$ cat config.mk
export PLATFORM = sky130hd
export DESIGN_NAME = ism_ctrl
export DESIGN_NICKNAME = d
export VERILOG_FILES = /design/src/rtl/ism_pkg.sv /design/src/rtl/ism_ctrl.sv
export SDC_FILE = /design/constraint.sdc
export NUM_CORES = 1
export LEC_CHECK = 0
export BUFFER_PORTS_ARGS = -buffer_cell sky130_fd_sc_hd__buf_2
export CORE_AREA = 2 2 39 41
export CTS_BUF_LIST = sky130_fd_sc_hd__clkbuf_16
export CTS_CLUSTER_DIAMETER = 80
export DETAILED_ROUTE_END_ITERATION = 10
export DIE_AREA = 0 0 41 43
export PLACE_DENSITY = 0.54
export SLEW_MARGIN = 0
export SYNTH_ARGS = -nofsm -noshare
export SYNTH_HDL_FRONTEND = slang
export SYNTH_SLANG_ARGS = --single-unit
$ cat constraint.sdc
create_clock -name clk -period 1.3 [get_ports clk]
set_input_delay 0.065 -clock clk [delete_from_list [all_inputs] [get_ports clk]]
set_output_delay 0.065 -clock clk [all_outputs]
set_load 0.02 [all_outputs]
$ cat src/rtl/ism_pkg.sv
// ----------------------------------------------------------------------------
// ism_pkg
// shared widths, codes, command and status types and the exp2 fraction table
// function for the metropolis ising spin update block
// ----------------------------------------------------------------------------
package ism_pkg;

    // lattice size default
    localparam int SIDE_DEFAULT = 64;

    // item and result field widths
    localparam int IDX_W    = 6;
    localparam int IDX_COUNT = 2 ** IDX_W;
    localparam int RAND_W   = 16;
    localparam int DE_W     = 12;
    localparam int MAG_W    = 14;
    localparam int ENERGY_W = 23;

    // configuration widths
    localparam int COUPLING_W = 8;
    localparam int FIELD_W    = 8;
    localparam int BETA_W     = 16;
    localparam int CFG_W      = 16;
    localparam int REG_IDX_W  = 2;

    // neighbour sum, range -4..4
    localparam int NSUM_W = 4;

    // acceptance arithmetic
    localparam int X_W       = DE_W - 1 + BETA_W;
    localparam int Q_FRAC    = 12;
    localparam int FRAC_W    = 8;
    localparam int ROM_DEPTH = 2 ** FRAC_W;
    localparam int ROM_W     = 17;
    localparam int SHIFT_W   = X_W - Q_FRAC;
    localparam int SHAMT_W   = 5;
    localparam logic [SHIFT_W-1:0] SHIFT_LIMIT = SHIFT_W'(17);

    // register indexes
    localparam logic [REG_IDX_W-1:0] REG_COUPLING_J = 2'd0;
    localparam logic [REG_IDX_W-1:0] REG_FIELD_B    = 2'd1;
    localparam logic [REG_IDX_W-1:0] REG_BETA_LOG2E = 2'd2;

    // register reset values
    localparam logic signed [COUPLING_W-1:0] COUPLING_J_RESET = 8'sd1;
    localparam logic signed [FIELD_W-1:0]    FIELD_B_RESET    = 8'sd0;
    localparam logic [BETA_W-1:0]            BETA_LOG2E_RESET = 16'd4096;

    // operation codes
    localparam logic OP_SET     = 1'b0;
    localparam logic OP_ATTEMPT = 1'b1;

    // 2^(-2^b/256) in q30
    localparam logic [63:0] POW_Q30 [FRAC_W] = '{
        64'd1070838486,
        64'd1067942999,
        64'd1062175491,
        64'd1050733751,
        64'd1028218693,
        64'd984625594,
        64'd902905651,
        64'd759250125
    };

    typedef enum logic [3:0] {
        ST_CLEAR,
        ST_IDLE,
        ST_RD_CTR,
        ST_RD_AM,
        ST_RD_AP,
        ST_RD_BP,
        ST_RD_BM,
        ST_DE,
        ST_EXP,
        ST_DECIDE,
        ST_ENERGY,
        ST_OUT
    } ctrl_state_t;

    typedef enum logic [2:0] {
        RD_CTR,
        RD_AM,
        RD_AP,
        RD_BP,
        RD_BM
    } rd_sel_t;

    typedef struct packed {
        rd_sel_t rd_sel;
        logic    load;
        logic    cap_s;
        logic    cap_n;
        logic    calc_de;
        logic    calc_x;
        logic    decide;
        logic    calc_e;
        logic    out_load;
        logic    clr_step;
    } dp_cmd_t;

    typedef struct packed {
        logic clr_last;
    } dp_sts_t;

    // 2^(-f/256) in q16, built from q30 partial products
    function automatic logic [ROM_W-1:0] exp2_frac(input logic [FRAC_W-1:0] f);
        logic [63:0] acc;
        acc = 64'd1 << 30;
        for (int b = 0; b < FRAC_W; b++)
        begin
            if (f[b])
            begin
                acc = (acc * POW_Q30[b] + (64'd1 << 29)) >> 30;
            end
        end
        return ROM_W'((acc + (64'd1 << 13)) >> 14);
    endfunction

endpackage

$ cat src/rtl/ism_ctrl.sv
// ----------------------------------------------------------------------------
// ism_ctrl
// sequencer for the spin update: lattice clear sweep, neighbour reads,
// energy and acceptance steps, result handoff
// ----------------------------------------------------------------------------
module ism_ctrl (
    input  logic             clk,
    input  logic             rst_n,
    input  logic             in_valid,
    output logic             in_ready,
    output logic             out_valid,
    input  logic             out_ready,
    input  ism_pkg::dp_sts_t sts,
    output ism_pkg::dp_cmd_t cmd
);

    import ism_pkg::*;

    ctrl_state_t state_reg;
    ctrl_state_t state_next;
    logic        out_valid_reg;
    logic        out_valid_next;

    always_ff @(posedge clk or negedge rst_n)
    begin
        if (!rst_n)
        begin
            state_reg     <= ST_CLEAR;
            out_valid_reg <= 1'b0;
        end
        else
        begin
            state_reg     <= state_next;
            out_valid_reg <= out_valid_next;
        end
    end

    always_comb
    begin
        state_next = state_reg;
        cmd        = '0;
        cmd.rd_sel = RD_CTR;
        in_ready   = 1'b0;
        case (state_reg)
            ST_CLEAR:
            begin
                cmd.clr_step = 1'b1;
                if (sts.clr_last)
                begin
                    state_next = ST_IDLE;
                end
            end
            ST_IDLE:
            begin
                in_ready = 1'b1;
                if (in_valid)
                begin
                    cmd.load   = 1'b1;
                    state_next = ST_RD_CTR;
                end
            end
            ST_RD_CTR:
            begin
                cmd.rd_sel = RD_CTR;
                state_next = ST_RD_AM;
            end
            ST_RD_AM:
            begin
                cmd.rd_sel = RD_AM;
                cmd.cap_s  = 1'b1;
                state_next = ST_RD_AP;
            end
            ST_RD_AP:
            begin
                cmd.rd_sel = RD_AP;
                cmd.cap_n  = 1'b1;
                state_next = ST_RD_BP;
            end
            ST_RD_BP:
            begin
                cmd.rd_sel = RD_BP;
                cmd.cap_n  = 1'b1;
                state_next = ST_RD_BM;
            end
            ST_RD_BM:
            begin
                cmd.rd_sel = RD_BM;
                cmd.cap_n  = 1'b1;
                state_next = ST_DE;
            end
            ST_DE:
            begin
                cmd.cap_n   = 1'b1;
                cmd.calc_de = 1'b1;
                state_next  = ST_EXP;
            end
            ST_EXP:
            begin
                cmd.calc_x = 1'b1;
                state_next = ST_DECIDE;
            end
            ST_DECIDE:
            begin
                cmd.decide = 1'b1;
                state_next = ST_ENERGY;
            end
            ST_ENERGY:
            begin
                cmd.calc_e = 1'b1;
                state_next = ST_OUT;
            end
            ST_OUT:
            begin
                if (!out_valid_reg || out_ready)
                begin
                    cmd.out_load = 1'b1;
                    state_next   = ST_IDLE;
                end
            end
            default:
            begin
                state_next = ST_IDLE;
            end
        endcase

        if (cmd.out_load)
        begin
            out_valid_next = 1'b1;
        end
        else if (out_ready)
        begin
            out_valid_next = 1'b0;
        end
        else
        begin
            out_valid_next = out_valid_reg;
        end
    end

    assign out_valid = out_valid_reg;

endmodule

==> impl_metrics.tcl <==
set metrics [dict create \
    n_fill_cell 134 \
    holdWs_ns 0.155 \
    wl_per_cell_um 11.5 \
    drt_iter0_drc 0 \
    syn_inst 43 \
    htreeDepth 1 \
    maxSlewViolCount 0 \
    p_per_area_mw_per_mm2 3150 \
    post-synth-top-count-cell "nor2_1" \
    core_area_sq_mm 0.00138 \
    ys_seq_area_frac 0.340 \
    synth_top_area_cell "dfrtp_1" \
    ys_async_sr_fraction 1.00 \
    post-route-min-period_ns 1.34 \
    use_met2 0.213 \
    ys_warn_count 0 \
    netlist_area_sq_um 368 \
    hp-class "in -> reg" \
    drc 0 \
    die_area_sq_mm 0.00176 \
    regToRegSetupSlack_ns 0 \
    regArea_sq_um 130 \
    fp-row-count 14 \
    busiest_layer "met2" \
    tns_ns -0.0568 \
    relSlewSlack 0.814 \
    clock_latency_ns 0.23 \
    start_util 0.266 \
    met3_usage 0.0628 \
    cp_max_fo 6 \
    fin_crit_sh 1.03 \
    root_buffer "clkbuf_16" \
    p_comb_frac 0.606 \
    die_w_um 41 \
    synth_edf_count 0 \
    grt_pass1_vias 369 \
    multiInputGateArea_sq_um 250 \
    cts_num_sinks 5 \
    hold_path_depth 3 \
    wl_um 1020 \
    pwr-share-seq 0.164 \
    grt_pass1_wl_um 1520 \
    cp-end-kind "output port" \
    boundaryPins 19 \
    cp.required_ns 1.24 \
    worstPathArrival_ns 1.28 \
    synthesis.nets 48 \
    final-hold-violation-count 0 \
    yosys-top-cells-area "dfrtp_1 (34%), nor2_1 (8.2%), nor3_1 (6.8%), nand2b_1 (5.1%), a2111oi_2 (4.1%)" \
    drtPass1Iterations 1 \
    antenna_cells 0 \
    largest_reg_flops 4 \
    switching_share 0.397 \
    dpl_cell_area_sq_um 475 \
    fin_skew_ns 0.00396 \
    path_class "reg -> out" \
    yosysTopAreaCellShare 0.340 \
    ys_ff_latch 5 \
    finalPower_w 0.00222 \
    viasPerCell 4.59 \
    max_freq_mhz 746 \
    clkPwrFrac 0.229 \
    die_y_um 43 \
    stdcell_area_sq_um 706 \
    area_growth_pct 91.8 \
    grt_max_degree 11 \
    postLayoutCoreUtil 0.510 \
    ys.flop_type "dfrtp_1" \
    rsz0062_at_grt "yes" \
    setup_viol 3 \
    internal_power_w 0.00134 \
    synth_cell_type_count 24 \
    nets 78 \
    cts_tree "done" \
    drive_above_1_share 0.667 \
    track_usage 0.129 \
    dpl.hpwl_um 649 \
    leakage_nw 0.344 \
    synthTopCellsByCount "nor2_1 (8), dfrtp_1 (5), nor3_1 (5)" \
    via_count 404 \
    violations "negative setup slack" \
    post-route-worst-setup-slack_ns -0.0407 \
    gr-usage-met1 0.135 \
    antenna_found_initial 0 \
    clk_pin_slew_ns 0.04 \
    p_switching_w 0.000883 \
    status "complete, but fails checks" \
    peakVddDrop_uv 1260 \
    startpoint_type "flip-flop" \
    clk_path_buf_depth 2 \
    synth.avg_cell_area_sq_um 8.55 \
    tightest_slew_ns 0.279 \
    cap_viol_max_count 0 \
    antenna_left 0 \
    globalplace.congestion 0.715 \
    cts_inserted_buffers 3 \
    io_buffers 18 \
    overflow 0 \
    ff2ff_path_depth 4 \
]
power groups by stage:
| stage | combinational (W) | sequential (W) | clock, W |
|---|---|---|---|
| final | 0.00135 | 0.000365 | 0.000510 |
| after global routing | 0.00146 | 0.000380 | 0.000537 |
| after CTS | 0.00118 | 0.000374 | 0.000522 |
| after detailed placement | 0.000909 | 0.000367 | 0 |
| after global placement | 0.000909 | 0.000364 | 0 |
| after floorplan | 0.000811 | 0.000253 | 0 |
stage by stage:
stage / setup WS (ns) / instances
after floorplan: -0.0284 / 43
after global placement: 0.0954 / 75
after detailed placement: 0.102 / 75
after CTS: -0.0539 / 86
after global routing: -0.105 / 88
final: -0.0407 / 88
critical path, cell delays in order (launching register included):
cell and delay, ns:
dfrtp_2 0.44, buf_6 0.15, xnor2_2 0.13, nor3b_2 0.17, buf_4 0.16
path summary, 6_finish.rpt:
check                                         start                       end
max                        state_reg[2]$_DFFE_PN0P_                    cmd[9]
min                                       out_ready     out_valid$_DFFE_PN0P_
max reg2reg                state_reg[0]$_DFFE_PN0P_  state_reg[0]$_DFFE_PN0P_
min reg2reg                state_reg[2]$_DFFE_PN0P_  state_reg[2]$_DFFE_PN0P_
max in group asynchronous                     rst_n  state_reg[0]$_DFFE_PN0P_
min in group asynchronous                     rst_n     out_valid$_DFFE_PN0P_
routing by layer:
| layer | up-vias | routed length [um] |
|---|---|---|
| met5 | - | 0 |
| met4 | 0 | 0 |
| met3 | 0 | 41 |
| met2 | 6 | 578 |
| met1 | 194 | 396 |
| li1 | 204 | - |
timing repair:
| item | CTS | global route |
|---|---|---|
| hold buffers | 1 | 0 |
| hold endpoints to repair | 5 | 0 |
| pin swaps | 4 | 2 |
| endpoints found under the setup margin | 12 | 12 |
| resized for setup | 14 | 5 |
| setup buffers | 6 | 2 |
cells in the final DEF (no fill, tap or decap), drive strengths merged:
cell         count
xnor2            1
nor2b            1
nor3b            1
and2             1
nand3b           1
clkbuf           3
nor3             5
or3              1
clkinv           1
buf             29
a2111oi          1
o31a             1
o22ai            1
nor2             8
nor4             1
a21oi            2
dlygate4sd3      1
xor2             1
inv              1
or2b             1
nand2b           3
dfrtp            5
o21bai           1
nand2            1
cell type report:
type | count | area share
clock buffers | 3 | 0.106
clock inverters | 1 | 0.00709
inverters | 1 | 0.00532
multi-input cells | 32 | 0.355
flip-flops and latches | 5 | 0.184
well taps | 16 | 0.0284
repair buffers | 30 | 0.314
cell families after synthesis:
kind of cell / synth area share
AO/OA/AOI/OAI: 0.143
XOR/XNOR: 0.0476
buffers and inverters: 0.109
flip-flops: 0.340
AND/OR/NAND/NOR: 0.361
(Power assumes the default switching activity.)
